File: src/design/mad_pkg.sv
// mad_pkg: shared types, codes and constants of the motion accumulator.
// Used by every module of the motion_accumulate_to_direction_key block.
package mad_pkg;

  localparam int unsigned CfgIdxW  = 3;
  localparam int unsigned CfgDataW = 16;
  localparam int unsigned ThreshW  = 15;
  localparam int unsigned SumW     = 16;

  localparam logic [CfgIdxW-1:0] REG_AXIS_SWAP   = 3'd0;
  localparam logic [CfgIdxW-1:0] REG_LOCK_EVENTS = 3'd1;
  localparam logic [CfgIdxW-1:0] REG_THRESHOLD_X = 3'd2;
  localparam logic [CfgIdxW-1:0] REG_THRESHOLD_Y = 3'd3;
  localparam logic [CfgIdxW-1:0] REG_HOLD_TICKS  = 3'd4;

  localparam logic               RST_AXIS_SWAP   = 1'b1;
  localparam logic               RST_LOCK_EVENTS = 1'b0;
  localparam logic [ThreshW-1:0] RST_THRESHOLD   = 15'd10;
  localparam logic [15:0]        RST_HOLD_TICKS  = 16'd500;

  localparam int unsigned  MotionBit  = 7;
  localparam logic [7:0]   DELTA_NONE = 8'h60;

  typedef enum logic [1:0] {
    OP_MOTION = 2'd0,
    OP_TICK   = 2'd1,
    OP_READ   = 2'd2,
    OP_NOP    = 2'd3
  } op_e;

  typedef enum logic [1:0] {
    DIR_DOWN  = 2'd0,
    DIR_UP    = 2'd1,
    DIR_LEFT  = 2'd2,
    DIR_RIGHT = 2'd3
  } dir_e;

  typedef struct packed {
    logic               axis_swap;
    logic               lock_events;
    logic [ThreshW-1:0] threshold_x;
    logic [ThreshW-1:0] threshold_y;
    logic [15:0]        hold_ticks;
  } cfg_t;

  typedef struct packed {
    logic [1:0] opcode;
    logic [7:0] motion_status;
    logic [7:0] delta_first;
    logic [7:0] delta_second;
  } item_t;

  typedef struct packed {
    logic            key_valid;
    logic [1:0]      key_direction;
    logic            activity_flag;
    logic [SumW-1:0] total_x;
    logic [SumW-1:0] total_y;
  } result_t;

  typedef struct packed {
    logic [SumW-1:0] accum_x;
    logic [SumW-1:0] accum_y;
    logic [7:0]      last_motion;
    logic            last_motion_known;
    logic            activity;
    logic [15:0]     hold_count;
    logic            hold_running;
  } state_t;

endpackage

File: src/design/mad_if.sv
// mad_if: valid/ready channel interfaces for items, results and register writes.
// Depends on mad_pkg for widths.
interface mad_item_if;
  logic       valid;
  logic       ready;
  logic [1:0] opcode;
  logic [7:0] motion_status;
  logic [7:0] delta_first;
  logic [7:0] delta_second;

  modport source (output valid, opcode, motion_status, delta_first, delta_second,
                  input ready);
  modport sink   (input valid, opcode, motion_status, delta_first, delta_second,
                  output ready);
endinterface

interface mad_result_if;
  logic                              valid;
  logic                              ready;
  logic                              key_valid;
  logic [1:0]                        key_direction;
  logic                              activity_flag;
  logic signed [mad_pkg::SumW-1:0]   total_x;
  logic signed [mad_pkg::SumW-1:0]   total_y;

  modport source (output valid, key_valid, key_direction, activity_flag, total_x, total_y,
                  input ready);
  modport sink   (input valid, key_valid, key_direction, activity_flag, total_x, total_y,
                  output ready);
endinterface

interface mad_cfg_if;
  logic                             valid;
  logic                             ready;
  logic [mad_pkg::CfgIdxW-1:0]      index;
  logic [mad_pkg::CfgDataW-1:0]     data;

  modport source (output valid, index, data, input ready);
  modport sink   (input valid, index, data, output ready);
endinterface

File: src/design/mad_cfg.sv
// mad_cfg: configuration register file, written through the cfg channel.
// Depends on mad_pkg and mad_cfg_if.
module mad_cfg (
  input  logic          clk_i,
  input  logic          rst_ni,
  mad_cfg_if.sink       cfg_i,
  output mad_pkg::cfg_t cfg_o
);

  mad_pkg::cfg_t cfg_q, cfg_d;

  assign cfg_i.ready = 1'b1;

  always_comb begin
    cfg_d = cfg_q;
    if (cfg_i.valid) begin
      unique case (cfg_i.index)
        mad_pkg::REG_AXIS_SWAP:   cfg_d.axis_swap   = cfg_i.data[0];
        mad_pkg::REG_LOCK_EVENTS: cfg_d.lock_events = cfg_i.data[0];
        mad_pkg::REG_THRESHOLD_X: cfg_d.threshold_x = cfg_i.data[mad_pkg::ThreshW-1:0];
        mad_pkg::REG_THRESHOLD_Y: cfg_d.threshold_y = cfg_i.data[mad_pkg::ThreshW-1:0];
        mad_pkg::REG_HOLD_TICKS:  cfg_d.hold_ticks  = cfg_i.data[15:0];
        default:                  cfg_d = cfg_q;
      endcase
    end
  end

  always_ff @(posedge clk_i or negedge rst_ni) begin
    if (!rst_ni) begin
      cfg_q.axis_swap   <= mad_pkg::RST_AXIS_SWAP;
      cfg_q.lock_events <= mad_pkg::RST_LOCK_EVENTS;
      cfg_q.threshold_x <= mad_pkg::RST_THRESHOLD;
      cfg_q.threshold_y <= mad_pkg::RST_THRESHOLD;
      cfg_q.hold_ticks  <= mad_pkg::RST_HOLD_TICKS;
    end else begin
      cfg_q <= cfg_d;
    end
  end

  assign cfg_o = cfg_q;

endmodule

File: src/design/mad_step.sv
// mad_step: per-word update of sums, motion memory, hold timer and activity flag.
// Purely combinational; depends on mad_pkg.
module mad_step (
  input  mad_pkg::cfg_t    cfg_i,
  input  mad_pkg::item_t   item_i,
  input  mad_pkg::state_t  st_i,
  output mad_pkg::state_t  st_o,
  output mad_pkg::result_t res_o
);

  logic        sample_ok;
  logic        motion_new;
  logic [7:0]  first, second, dx, dy;
  logic [15:0] sum_x, sum_y;
  logic signed [16:0] sx, sy, tx, ty;
  logic        key;
  mad_pkg::dir_e dir;

  assign first     = (item_i.delta_first  == mad_pkg::DELTA_NONE) ? 8'd0 : item_i.delta_first;
  assign second    = (item_i.delta_second == mad_pkg::DELTA_NONE) ? 8'd0 : item_i.delta_second;
  assign dx        = cfg_i.axis_swap ? second : first;
  assign dy        = cfg_i.axis_swap ? first  : 8'(8'd0 - second);
  assign sum_x     = st_i.accum_x + {{8{dx[7]}}, dx};
  assign sum_y     = st_i.accum_y + {{8{dy[7]}}, dy};
  assign sx        = $signed({sum_x[15], sum_x});
  assign sy        = $signed({sum_y[15], sum_y});
  assign tx        = $signed({2'b00, cfg_i.threshold_x});
  assign ty        = $signed({2'b00, cfg_i.threshold_y});
  assign sample_ok = item_i.motion_status[mad_pkg::MotionBit] && !cfg_i.lock_events;
  assign motion_new = !st_i.last_motion_known || (st_i.last_motion != item_i.motion_status);

  always_comb begin
    key = 1'b1;
    dir = mad_pkg::DIR_DOWN;
    priority if (sx > tx) begin
      dir = mad_pkg::DIR_DOWN;
    end else if (sx < -tx) begin
      dir = mad_pkg::DIR_UP;
    end else if (sy > ty) begin
      dir = mad_pkg::DIR_LEFT;
    end else if (sy < -ty) begin
      dir = mad_pkg::DIR_RIGHT;
    end else begin
      key = 1'b0;
    end
  end

  always_comb begin
    st_o                    = st_i;
    res_o.key_valid         = 1'b0;
    res_o.key_direction     = mad_pkg::DIR_DOWN;
    res_o.activity_flag     = st_i.activity;
    unique case (mad_pkg::op_e'(item_i.opcode))
      mad_pkg::OP_MOTION: begin
        st_o.last_motion       = item_i.motion_status;
        st_o.last_motion_known = 1'b1;
        if (sample_ok) begin
          if (key) begin
            st_o.accum_x = '0;
            st_o.accum_y = '0;
          end else begin
            st_o.accum_x = sum_x;
            st_o.accum_y = sum_y;
          end
          if (key || motion_new) begin
            st_o.activity     = 1'b1;
            st_o.hold_count   = cfg_i.hold_ticks;
            st_o.hold_running = 1'b1;
          end
          res_o.key_valid     = key;
          res_o.key_direction = key ? dir : mad_pkg::DIR_DOWN;
        end
        res_o.activity_flag = st_o.activity;
      end
      mad_pkg::OP_TICK: begin
        if (st_i.hold_running) begin
          if (st_i.hold_count <= 16'd1) begin
            st_o.hold_count   = '0;
            st_o.hold_running = 1'b0;
            st_o.activity     = 1'b0;
          end else begin
            st_o.hold_count = st_i.hold_count - 16'd1;
          end
        end
        res_o.activity_flag = st_o.activity;
      end
      mad_pkg::OP_READ: begin
        st_o.activity = 1'b0;
      end
      default: begin
        st_o = st_i;
      end
    endcase
    res_o.total_x = st_o.accum_x;
    res_o.total_y = st_o.accum_y;
  end

endmodule

File: src/design/motion_accumulate_to_direction_key.sv
// motion_accumulate_to_direction_key: top level, input and result registers, state.
// Depends on mad_pkg, mad_if, mad_cfg and mad_step.
//
//   channel   | dir | words carried
//   ----------+-----+------------------------------------------------------------
//   item_i    | in  | opcode, motion_status, delta_first, delta_second
//   result_o  | out | key_valid, key_direction, activity_flag, total_x, total_y
//   cfg_i     | in  | index, data (register write, always ready)
//
// One word per cycle sustained while the result is not stalled; an accepted item passes the
// input register and is then held as a valid result in the result register.
// The state update happens as a word moves from the input register to the result register.
// rst_ni clears the pipeline valids, the state and loads the register reset values.
// A stalled result holds; the input register still takes a word while it is empty, or while
// the result is free or being taken in the same cycle.
module motion_accumulate_to_direction_key (
  input  logic          clk_i,
  input  logic          rst_ni,
  mad_item_if.sink      item_i,
  mad_result_if.source  result_o,
  mad_cfg_if.sink       cfg_i
);

  mad_pkg::cfg_t    cfg;
  mad_pkg::item_t   item_q;
  mad_pkg::state_t  st_q, st_d;
  mad_pkg::result_t res_q, res_d;
  logic             in_vld_q, out_vld_q;
  logic             adv, in_rdy;

  mad_cfg u_cfg (
    .clk_i  (clk_i),
    .rst_ni (rst_ni),
    .cfg_i  (cfg_i),
    .cfg_o  (cfg)
  );

  mad_step u_step (
    .cfg_i  (cfg),
    .item_i (item_q),
    .st_i   (st_q),
    .st_o   (st_d),
    .res_o  (res_d)
  );

  assign adv          = in_vld_q && (!out_vld_q || result_o.ready);
  assign in_rdy       = !in_vld_q || adv;
  assign item_i.ready = in_rdy;

  always_ff @(posedge clk_i or negedge rst_ni) begin
    if (!rst_ni) begin
      in_vld_q  <= 1'b0;
      out_vld_q <= 1'b0;
      st_q      <= '0;
    end else begin
      if (in_rdy) begin
        in_vld_q <= item_i.valid;
      end
      if (adv) begin
        out_vld_q <= 1'b1;
        st_q      <= st_d;
      end else if (result_o.ready) begin
        out_vld_q <= 1'b0;
      end
    end
  end

  always_ff @(posedge clk_i) begin
    if (in_rdy && item_i.valid) begin
      item_q.opcode        <= item_i.opcode;
      item_q.motion_status <= item_i.motion_status;
      item_q.delta_first   <= item_i.delta_first;
      item_q.delta_second  <= item_i.delta_second;
    end
    if (adv) begin
      res_q <= res_d;
    end
  end

  assign result_o.valid         = out_vld_q;
  assign result_o.key_valid     = res_q.key_valid;
  assign result_o.key_direction = res_q.key_direction;
  assign result_o.activity_flag = res_q.activity_flag;
  assign result_o.total_x       = $signed(res_q.total_x);
  assign result_o.total_y       = $signed(res_q.total_y);

endmodule

File: src/flat_wrapper.sv
// flat-port wrapper written by rule: the top's interface ports become plain ports
module motion_accumulate_to_direction_key_flat 
  (clk_i, rst_ni, item_i_valid, item_i_opcode, item_i_motion_status, item_i_delta_first, item_i_delta_second, item_i_ready, result_o_valid, result_o_key_valid, result_o_key_direction, result_o_activity_flag, result_o_total_x, result_o_total_y, result_o_ready, cfg_i_valid, cfg_i_index, cfg_i_data, cfg_i_ready);
  mad_item_if item_i_i ();
  mad_result_if result_o_i ();
  mad_cfg_if cfg_i_i ();
  input  logic clk_i;
  input  logic rst_ni;
  input wire logic [$bits(item_i_i.valid)-1:0] item_i_valid;
  input wire logic [$bits(item_i_i.opcode)-1:0] item_i_opcode;
  input wire logic [$bits(item_i_i.motion_status)-1:0] item_i_motion_status;
  input wire logic [$bits(item_i_i.delta_first)-1:0] item_i_delta_first;
  input wire logic [$bits(item_i_i.delta_second)-1:0] item_i_delta_second;
  output wire logic [$bits(item_i_i.ready)-1:0] item_i_ready;
  output wire logic [$bits(result_o_i.valid)-1:0] result_o_valid;
  output wire logic [$bits(result_o_i.key_valid)-1:0] result_o_key_valid;
  output wire logic [$bits(result_o_i.key_direction)-1:0] result_o_key_direction;
  output wire logic [$bits(result_o_i.activity_flag)-1:0] result_o_activity_flag;
  output wire logic [$bits(result_o_i.total_x)-1:0] result_o_total_x;
  output wire logic [$bits(result_o_i.total_y)-1:0] result_o_total_y;
  input wire logic [$bits(result_o_i.ready)-1:0] result_o_ready;
  input wire logic [$bits(cfg_i_i.valid)-1:0] cfg_i_valid;
  input wire logic [$bits(cfg_i_i.index)-1:0] cfg_i_index;
  input wire logic [$bits(cfg_i_i.data)-1:0] cfg_i_data;
  output wire logic [$bits(cfg_i_i.ready)-1:0] cfg_i_ready;
  assign item_i_i.valid = item_i_valid;
  assign item_i_i.opcode = item_i_opcode;
  assign item_i_i.motion_status = item_i_motion_status;
  assign item_i_i.delta_first = item_i_delta_first;
  assign item_i_i.delta_second = item_i_delta_second;
  assign item_i_ready = item_i_i.ready;
  assign result_o_valid = result_o_i.valid;
  assign result_o_key_valid = result_o_i.key_valid;
  assign result_o_key_direction = result_o_i.key_direction;
  assign result_o_activity_flag = result_o_i.activity_flag;
  assign result_o_total_x = result_o_i.total_x;
  assign result_o_total_y = result_o_i.total_y;
  assign result_o_i.ready = result_o_ready;
  assign cfg_i_i.valid = cfg_i_valid;
  assign cfg_i_i.index = cfg_i_index;
  assign cfg_i_i.data = cfg_i_data;
  assign cfg_i_ready = cfg_i_i.ready;
  motion_accumulate_to_direction_key u_core (.clk_i(clk_i), .rst_ni(rst_ni), .item_i(item_i_i), .result_o(result_o_i), .cfg_i(cfg_i_i));
endmodule
File: config.mk
export PLATFORM = sky130hd
export DESIGN_NAME = motion_accumulate_to_direction_key_flat
export DESIGN_NICKNAME = d
export VERILOG_FILES = /design/src/design/mad_pkg.sv /design/src/design/mad_if.sv /design/src/design/mad_cfg.sv /design/src/design/mad_step.sv /design/src/design/motion_accumulate_to_direction_key.sv /design/src/flat_wrapper.sv
export SDC_FILE = /design/constraint.sdc
export NUM_CORES = 1
export LEC_CHECK = 0
export ABC_AREA = 1
export BUFFER_PORTS_ARGS = -buffer_cell sky130_fd_sc_hd__buf_2
export CAP_MARGIN = 20
export CORE_UTILIZATION = 45
export DETAILED_ROUTE_END_ITERATION = 12
export GPL_ROUTABILITY_DRIVEN = 0
export HOLD_SLACK_MARGIN = 0.12
export RECOVER_POWER = 50
export SLEW_MARGIN = 5
export SYNTH_ARGS = -nofsm -noshare
export SYNTH_HDL_FRONTEND = slang
export SYNTH_SLANG_ARGS = --single-unit
File: constraint.sdc
create_clock -name clk_i -period 7.4 [get_ports clk_i]
set_clock_uncertainty 0.2 [all_clocks]
set_input_delay 1.11 -clock clk_i [delete_from_list [all_inputs] [get_ports clk_i]]
set_output_delay 1.11 -clock clk_i [all_outputs]
set_load 0.03 [all_outputs]
==> results of run 1 <==
[metal layers]
layer	GRT usage (%)	vias to the layer above	wire length (µm)
met5	0	-	0
met4	5.746	0	397
met3	3.099	31	1134
met2	35.18	196	12120
met1	29.71	4189	12960
li1	-	4674	-
[registers in the layout, summed over array words and instances, names as in the netlist]
register	cells
u_core.result_o.valid	1
u_core.item_q	26
u_core.result_o.total_x	16
u_core.result_o.total_y	16
u_core.result_o.key_valid	1
u_core.u_cfg.cfg_o	48
u_core.result_o.key_direction	2
u_core.in_vld_q	1
u_core.result_o.activity_flag	1
u_core.st_q	59
[final timing paths]
path / to / slack, ns
hold reg to reg: u_core.st_q[18] / 0.29
min in group asynchronous: u_core.st_q[45] / 1.45
max in group asynchronous: u_core.u_cfg.cfg_o[33] / 1.32
hold / removal: u_core.st_q[18] / 0.29
setup reg to reg: u_core.st_q[34] / 0.95
setup / recovery: u_core.st_q[34] / 0.95
[cell families after synthesis]
| family | synth area share [%] |
|---|---|
| adders and majority gates | 10.95 |
| other | 0.03308 |
| DFF | 40.60 |
| AOI/OAI and AO/OA | 13.30 |
| xor gates and xnor gates | 4.172 |
| muxes | 0.3973 |
| and+or+nand+nor | 21.94 |
| buffers and inverters | 8.608 |
[placed cells by master (no fill, tap or decap), drive strengths merged, types with 4 or more instances in the layout]
cell type  instances
inv              217
o22ai             22
nand3             65
nor3              16
mux2               4
nor4               7
o21ai            143
edfxtp            62
xor2              44
o211ai             4
dfstp             11
a31oi              4
xnor2             10
clkbuf            64
a21oi             58
o21bai             8
clkinv             6
nand4             35
or2                7
nand2            332
dfrtp             98
buf               50
ha                96
nor2              68
[Yosys cell counts (all sizes together), types with 7 or more instances]
library cell	instances
ha	96
a21oi	58
buf	12
nor4	7
nor3	16
or2	7
nand2	332
xnor2	10
inv	210
dfrtp	98
o21bai	8
dfstp	11
o21ai	143
nor2	68
clkbuf	22
xor2	44
o22ai	22
edfxtp	62
nand4	35
nand3	65
[final cells by class]
type,count,area [µm²]
clock inverters,13,123.9
fillers,2392,11950
flip-flops and latches,171,4603
repair buffers,95,431.7
well taps,324,405.4
multi-input cells,945,5766
inverters,212,797.0
clock buffers,19,454.2
[power by group through the flow]
stage	clock [mW]	sequential, mW	combinational [mW]
after floorplan	0	1.49	1.69
after global placement	0	1.42	2.28
after detailed placement	0	1.42	2.32
after CTS	0.915	1.40	2.33
after global routing	0.949	1.44	2.65
final	0.896	1.40	2.30
[critical path: cells and delay by family (launching register included)]
kind / cells / cell delay [ns]
flip-flops: 1 / 0.70
XOR/XNOR: 2 / 0.34
adder cells (fa/ha/maj): 3 / 0.90
AO/OA/AOI/OAI: 9 / 1.56
buffers and inverters: 5 / 0.87
AND/OR/NAND/NOR: 11 / 1.79
==> metrics.txt, run 1 <==
status=complete, but fails checks; failing checks=max-capacitance violations, max-slew violations; drt total wl=26610 µm; Initial Util=46.21%; antenna viol nets, final=0; internal power=2.527 mW; Sink Count=171; vias in the first global route=8649; Mapped Cells=1362; Yosys warning count=0; Reg power frac=30.5%; Net count, final=1590; final core utilization=51.28%; number of flops mapped to enable cells by yosys=62; Critical Path Max Stage Delay=0.70 ns; leading area contributor after synthesis=dfrtp_1; Main synth FF type=dfrtp_1; Tcrit/Tclk final=87.11%; H-tree depth=4; worst-margin pin slew=3.245 ns; first-pass GRT wire length=43800 µm; area delta synth->final=10.97%; Setup TNS=0 ns; CP Launch Point=u_core.u_cfg.cfg_o[47]; post_cts resized=0; Yosys reg bits=171; Max Cap Viol=2; largest net degree at the start of global routing=100; Max Freq=0.1551 GHz; crit path kind=reg2reg; fin area=12580 µm²; WHS Path Cells=2; post-synthesis sequential area ratio=40.60%; Post-CTS Setup Repair Bufs=0; hold path startpoint=u_core.st_q[18]; Max VDD drop=0.1648 mV; Slew Viols, Final=112; count of final hold-check violations=0; starting DRC count in detailed routing=635; total number of vias=9090; maximum root-to-sink buffer count=2; port buffer count=87; reg2reg start=u_core.u_cfg.cfg_o[47]; Leak=6.126 nW; Core ar.=24530 µm²; hold slack=0.2860 ns; Combinational Power Share=50.0%; pre-CTS setup slack=0.9902 ns; top cells by area, synth=dfrtp_1 22%, edfxtp_1 16%, ha_1 11%, nand2_1 10%, inv_1 6.8%; insertion delay to the later sink of the worst-skew pair=0.44 ns; Inst Count DP=1745; GRT Total Usage=21.49%; Avg Inst Size Synth=8.324 µm²; worst-path maximum fanout=19; DP Area=12050 µm²; CTS Buf Count=17; die width=160.7 µm; max_slew headroom=-116.3%; Switching Share=45.06%; Clock Pin Slew Worst Setup and Hold Paths=0.07 ns; P_sw=2.073 mW; Hold Path Class=reg2reg; share of the synthesized area in the top cell type=21.63%; n_diodes=0; total congestion overflow=0; Async SR Flop Fraction=63.74%; CP most frequent cell=nand2_1; Final setup violation count=0; drt drc=0; Post-DP HPWL=19740 µm; CP Data Arrival Time=6.58 ns; Syn Nets=1510; cell area after synthesis=11340 µm²; # IOs=89; die area=25830 µm²; Vias/cell=5.110; Crit. End Element=register; antenna violations before repair=0; CTS Root Cell=clkbuf_16; Finished Layout Cells=1779; final setup margin=0.9541 ns; r2r worst-path depth=30; wire per inst=14.96 µm; clock power share=19.5%; RSZ-0062 raised after global routing=false; Hold-fix buffers, CTS=0; Synth cell types=53; pwr/cell area=365.6 nW/µm²; critical path's slowest cell=dfstp_2; Initial DRT Pass Iterations=5; required time of the critical path=7.54 ns; DIE HEIGHT=160.7 µm; TritonCTS clock tree=built; fraction of layout cells with a size suffix above 1=12.37%; Rows=57; Tot Pwr=4.600 mW; startpoint types=register; post-layout min period=6.446 ns
No activity file was read; power rests on OpenSTA's default activity.
==> run 2: changes to the inputs <==
--- a/config.mk
+++ b/config.mk
@@ -8,10 +8,13 @@
 export ABC_AREA = 1
 export BUFFER_PORTS_ARGS = -buffer_cell sky130_fd_sc_hd__buf_2
 export CAP_MARGIN = 20
-export CORE_UTILIZATION = 45
+export CELL_PAD_IN_SITES_DETAIL_PLACEMENT = 1
+export CELL_PAD_IN_SITES_GLOBAL_PLACEMENT = 2
+export CORE_UTILIZATION = 37
 export DETAILED_ROUTE_END_ITERATION = 12
 export GPL_ROUTABILITY_DRIVEN = 0
 export HOLD_SLACK_MARGIN = 0.12
+export PLACE_DENSITY_LB_ADDON = 0.1
 export RECOVER_POWER = 50
 export SLEW_MARGIN = 5
 export SYNTH_ARGS = -nofsm -noshare
==> metrics.txt, run 2 (same netlist as run 1, synthesis figures left out) <==
Combinational Power Share=50.4%; CP Data Arrival Time=6.50 ns; Critical Path Max Stage Delay=0.70 ns; fin area=12680 µm²; Switching Share=46.10%; Initial Util=37.95%; Post-CTS Setup Repair Bufs=0; post_cts resized=0; Leak=6.147 nW; critical path's slowest cell=dfstp_2; H-tree depth=4; Tcrit/Tclk final=86.75%; worst-margin pin slew=3.006 ns; insertion delay to the later sink of the worst-skew pair=0.46 ns; Net count, final=1590; Rows=63; CTS Buf Count=17; largest register by flop count=u_core.st_q; RSZ-0062 raised after global routing=false; max reg flops=59; worst-path maximum fanout=19; pre-CTS setup slack=0.7965 ns; required time of the critical path=7.48 ns; DP Area=12130 µm²; drt drc=0; startpoint types=register; antenna viol nets, final=0; post-layout min period=6.419 ns; starting DRC count in detailed routing=361; Slew Viols, Final=112; total number of vias=9209; leading cell types in the layout, fill and taps excluded=303 x nand2_1, 204 x inv_1, 128 x o21ai_0; failing checks=max-capacitance violations, max-slew violations; Hold-fix buffers, CTS=0; TritonCTS clock tree=built; vias in the first global route=9585; Hold Path Class=reg2reg; Core ar.=29870 µm²; crit path kind=reg2reg; total congestion overflow=0; port buffer count=87; max_slew headroom=-100.4%; die area=31340 µm²; Clock Pin Slew Worst Setup and Hold Paths=0.07 ns; Reg power frac=30.0%; die width=177.0 µm; Max Freq=0.1558 GHz; clock power share=19.5%; internal power=2.522 mW; Setup TNS=0 ns; multi-input logic area=5771 µm²; Final setup violation count=0; status=complete, but fails checks; Initial DRT Pass Iterations=4; largest net degree at the start of global routing=100; Max VDD drop=0.1824 mV; Post-DP HPWL=23520 µm; Crit. End Element=register; DIE HEIGHT=177.0 µm; first-pass GRT wire length=50490 µm; pwr/cell area=369.0 nW/µm²; # IOs=89; CTS Root Cell=clkbuf_16; area delta synth->final=11.85%; GRT Total Usage=20.76%; commonest non-fill, non-tap cell in the layout=nand2_1; wire per inst=16.54 µm; fraction of layout cells with a size suffix above 1=12.58%; Sink Count=171; final setup margin=0.9806 ns; antenna violations before repair=1; drt total wl=30540 µm; Vias/cell=4.989; sequential cell area=4603 µm²; maximum root-to-sink buffer count=2; P_sw=2.157 mW; count of final hold-check violations=0; CP most frequent cell=nand2_1; Tot Pwr=4.679 mW; filler cell count=3645; Max Cap Viol=2
run 2: cell type report:
class | instances | share of cell area, %
antenna | 1 | 0.01973
clock buffer | 17 | 3.355
clock inverter | 15 | 1.283
inverter | 212 | 6.285
multi-input combinational | 945 | 45.51
sequential | 171 | 36.30
tap | 390 | 3.848
timing repair buffer | 95 | 3.404
run 2: path summary, 6_finish.rpt:
check | from | endpoint | slack, ns | cells after the start
setup / recovery | u_core.u_cfg.cfg_o[47] | u_core.st_q[34] | 0.98 | 30
hold / removal | u_core.st_q[18] | u_core.st_q[18] | 0.27 | 2
setup reg to reg | u_core.u_cfg.cfg_o[47] | u_core.st_q[34] | 0.98 | 30
hold reg to reg | u_core.st_q[18] | u_core.st_q[18] | 0.27 | 2
max in group asynchronous | rst_ni | u_core.st_q[25] | 2.63 | 2
min in group asynchronous | rst_ni | u_core.st_q[36] | 1.42 | 1
run 2: power by group through the flow:
stage	Clock, mW	Combinational, mW	Sequential, mW
after CTS	0.949	2.42	1.41
after floorplan	0	1.69	1.49
after global placement	0	2.35	1.42
final	0.913	2.36	1.41
after detailed placement	0	2.40	1.42
after global routing	0.979	2.74	1.44
run 2: layer usage:
| layer | wire length (µm) | global-route usage [%] |
|---|---|---|
| met1 | 14590 | 27.17 |
| met2 | 14880 | 35.32 |
| met3 | 684 | 3.458 |
| met4 | 384 | 5.208 |
| met5 | 0 | 0 |
run 2: through the flow:
step           util [%]  hold slack (ns)  std cells
6_report          42.45           0.2716       1846
5_1_grt           42.44           0.3038       1845
4_1_cts           42.57           0.2748       1842
3_5_place_dp      40.60           0.2560       1810
3_3_place_gp      40.60           0.2538       1810
2_1_floorplan         -           0.2354       1362
run 2: critical path: cells and delay by family, from the launching register on:
kind | cells | cell delay, ns
adders and majority gates | 3 | 0.91
xor gates and xnor gates | 2 | 0.50
and+or+nand+nor | 11 | 1.51
DFF | 1 | 0.70
AOI/OAI and AO/OA | 9 | 1.56
buffers and inverters | 5 | 0.82
==> run 3: changes to the inputs <==
--- a/config.mk
+++ b/config.mk
@@ -5,12 +5,11 @@
 export SDC_FILE = /design/constraint.sdc
 export NUM_CORES = 1
 export LEC_CHECK = 0
-export ABC_AREA = 1
 export BUFFER_PORTS_ARGS = -buffer_cell sky130_fd_sc_hd__buf_2
 export CAP_MARGIN = 20
 export CELL_PAD_IN_SITES_DETAIL_PLACEMENT = 1
 export CELL_PAD_IN_SITES_GLOBAL_PLACEMENT = 2
-export CORE_UTILIZATION = 37
+export CORE_UTILIZATION = 39
 export DETAILED_ROUTE_END_ITERATION = 12
 export GPL_ROUTABILITY_DRIVEN = 0
 export HOLD_SLACK_MARGIN = 0.12
==> metrics.txt, run 3 <==
Max VDD drop=0.2419 mV; n_diodes=0; hold path endpoint=u_core.st_q[18]; failing checks=max-capacitance violations, max-slew violations; final setup margin=0.8176 ns; vias in the first global route=9403; status=complete, but fails checks; H-tree depth=4; WL met3=1040 µm; required time of the critical path=7.47 ns; die area=28730 µm²; post-layout min period=6.582 ns; R2R Path End=u_core.result_o.total_y[8]; Switching Share=43.90%; Initial DRT Pass Iterations=4; insertion delay to the later sink of the worst-skew pair=0.45 ns; Slew Viols, Final=150; count of final hold-check violations=0; leading area contributor after synthesis=dfrtp_1; DIE HEIGHT=169.5 µm; Max Cap Viol=3; largest register by flop count=u_core.st_q; maximum root-to-sink buffer count=2; Async SR Flop Fraction=63.74%; Max Freq=0.1519 GHz; reg2reg start=u_core.item_q[0]; Hold-fix buffers, CTS=0; Inst Count DP=1612; CTS Buf Count=17; number of flops mapped to enable cells by yosys=62; worst reg2reg setup slack=0.82 ns; Leak=5.264 nW; clock power share=20.8%; critical path's slowest cell=edfxtp_1; total congestion overflow=0; largest net degree at the start of global routing=71; Sink Count=171; pre-CTS setup slack=0.6425 ns; Yosys warning count=0; commonest non-fill, non-tap cell in the layout=nand2_1; Clock Pin Slew Worst Setup and Hold Paths=0.07 ns; commonest cells in the netlist=168 x nand2_1, 108 x o21ai_0, 98 x dfrtp_1, 96 x ha_1, 76 x inv_1; Crit. End Element=register; drt drc=0; worst-path maximum fanout=26; Synth cell types=72; wire per inst=18.52 µm; top routing layer in use=met4; Hold Path Class=reg2reg; Net count, final=1408; worst-margin pin slew=2.752 ns; Yosys reg bits=171; P_sw=1.987 mW; die width=169.5 µm; Rows=60; Syn Nets=1327; leading cell types in the layout, fill and taps excluded=166 x nand2_1, 107 x o21ai_0, 98 x dfrtp_1; Routed met2 length=14670 µm; r2r worst-path depth=29; starting DRC count in detailed routing=410; Vias/cell=5.411; post-synthesis sequential area ratio=42.06%; filler cell count=3171; Initial Util=40.16%; startpoint types=register; Finished Layout Cells=1645; first-pass GRT wire length=49690 µm; Reg power frac=30.1%; Avg Inst Size Synth=9.282 µm²; area delta synth->final=12.91%; most common cell in the synthesized netlist=nand2_1; WHS Path Cells=1; drt total wl=30470 µm; antenna viol nets, final=0; Setup TNS=0 ns; total number of vias=8901; CP Data Arrival Time=6.65 ns; share of the synthesized area in the top cell type=22.41%; CP most frequent cell=o21ai_0; pwr/cell area=366.4 nW/µm²; port buffer count=87; max_slew headroom=-83.48%; Main synth FF type=dfrtp_1; top cells by area, synth=dfrtp_1 22%, edfxtp_1 17%, ha_1 11%, nand2_1 5.8%, o21ai_0 4.9%; GRT Total Usage=22.42%; Post-Route M1 WL=14410 µm; TritonCTS clock tree=built; Core ar.=27250 µm²; fraction of layout cells with a size suffix above 1=12.80%; CTS Root Cell=clkbuf_16; RSZ-0062 raised after global routing=false; Tcrit/Tclk final=88.95%; max reg flops=59; internal power=2.540 mW; crit path kind=reg2reg; # IOs=89; hold path startpoint=u_core.st_q[18]; antenna violations before repair=0; Post-DP HPWL=22420 µm; Mapped Cells=1179; Critical Path Max Stage Delay=0.41 ns; Final setup violation count=0; Combinational Power Share=49.1%; cell area after synthesis=10940 µm²
[run 3: layer usage]
layer  global-route usage, %  vias up
li1                        -     4360
met1                   29.18     4397
met2                   38.86      125
met3                   3.568       19
met4                   5.288        0
met5                       0        -
[run 3: worst max-delay path: cells and delay by family (launching register included)]
kind,cells,cell delay (ns)
compound gates,13,2.66
flops,1,0.41
fa+ha+maj,3,0.91
simple gates,9,1.29
xor+xnor,1,0.17
buf+inv,3,0.76
[run 3: worst max-delay path by stage]
stage | from | end | slack, ns | cells past startpoint
2_1_floorplan | u_core.item_q[2] | u_core.result_o.total_x[10] | 1.32 | 28
3_3_place_gp | u_core.item_q[2] | u_core.st_q[3] | 0.82 | 29
3_5_place_dp | u_core.item_q[2] | u_core.st_q[8] | 0.64 | 29
4_1_cts | u_core.item_q[2] | u_core.st_q[8] | 0.54 | 29
5_1_grt | u_core.item_q[0] | u_core.st_q[16] | 0.04 | 31
6_report | u_core.item_q[0] | u_core.result_o.total_y[8] | 0.82 | 29
[run 3: cell families after synthesis]
family                     after synthesis  share of synthesized area (%)
AOI/OAI and AO/OA                      288                          15.52
xor gates and xnor gates                59                          4.859
adders and majority gates               98                          11.34
buffers and inverters                  116                          4.379
DFF                                    171                          42.06
muxes                                   45                          4.619
other                                    1                        0.03427
and+or+nand+nor                        401                          17.19
[run 3: final cells by class]
class | instances | area (µm²) | area share [%]
Timing Repair Buffer | 101 | 491.7 | 3.980
Clock buffer | 18 | 450.4 | 3.646
Sequential cell | 171 | 4607 | 37.29
Inverter | 77 | 292.8 | 2.370
Clock inverter | 14 | 160.2 | 1.296
Tap cell | 372 | 465.4 | 3.767
Multi-Input combinational cell | 892 | 5888 | 47.66
[run 3: what timing repair did]
item | CTS | global route
resized for setup | 0 | 5
setup buffers | 0 | 1
endpoints found under the setup margin | 0 | 58
[run 3: stage by stage]
| stage | power (mW) | cell area, µm² | utilization (%) | hold WS (ns) |
|---|---|---|---|---|
| global placement | 3.561 | 11770 | 43.20 | 0.2499 |
| CTS | 4.585 | 12400 | 45.51 | 0.2991 |
| finish | 4.527 | 12360 | 45.34 | 0.2925 |
| floorplan | 2.962 | 10940 | - | 0.2343 |
| global route | 4.920 | 12360 | 45.34 | 0.3133 |
| detailed placement | 3.610 | 11790 | 43.27 | 0.2797 |
[run 3: power by group through the flow]
stage	combinational (mW)	clock [mW]	sequential (mW)
detailed placement	2.23	0	1.38
global route	2.52	1.00	1.39
CTS	2.25	0.971	1.36
finish	2.22	0.942	1.36
global placement	2.19	0	1.37
floorplan	1.56	0	1.40
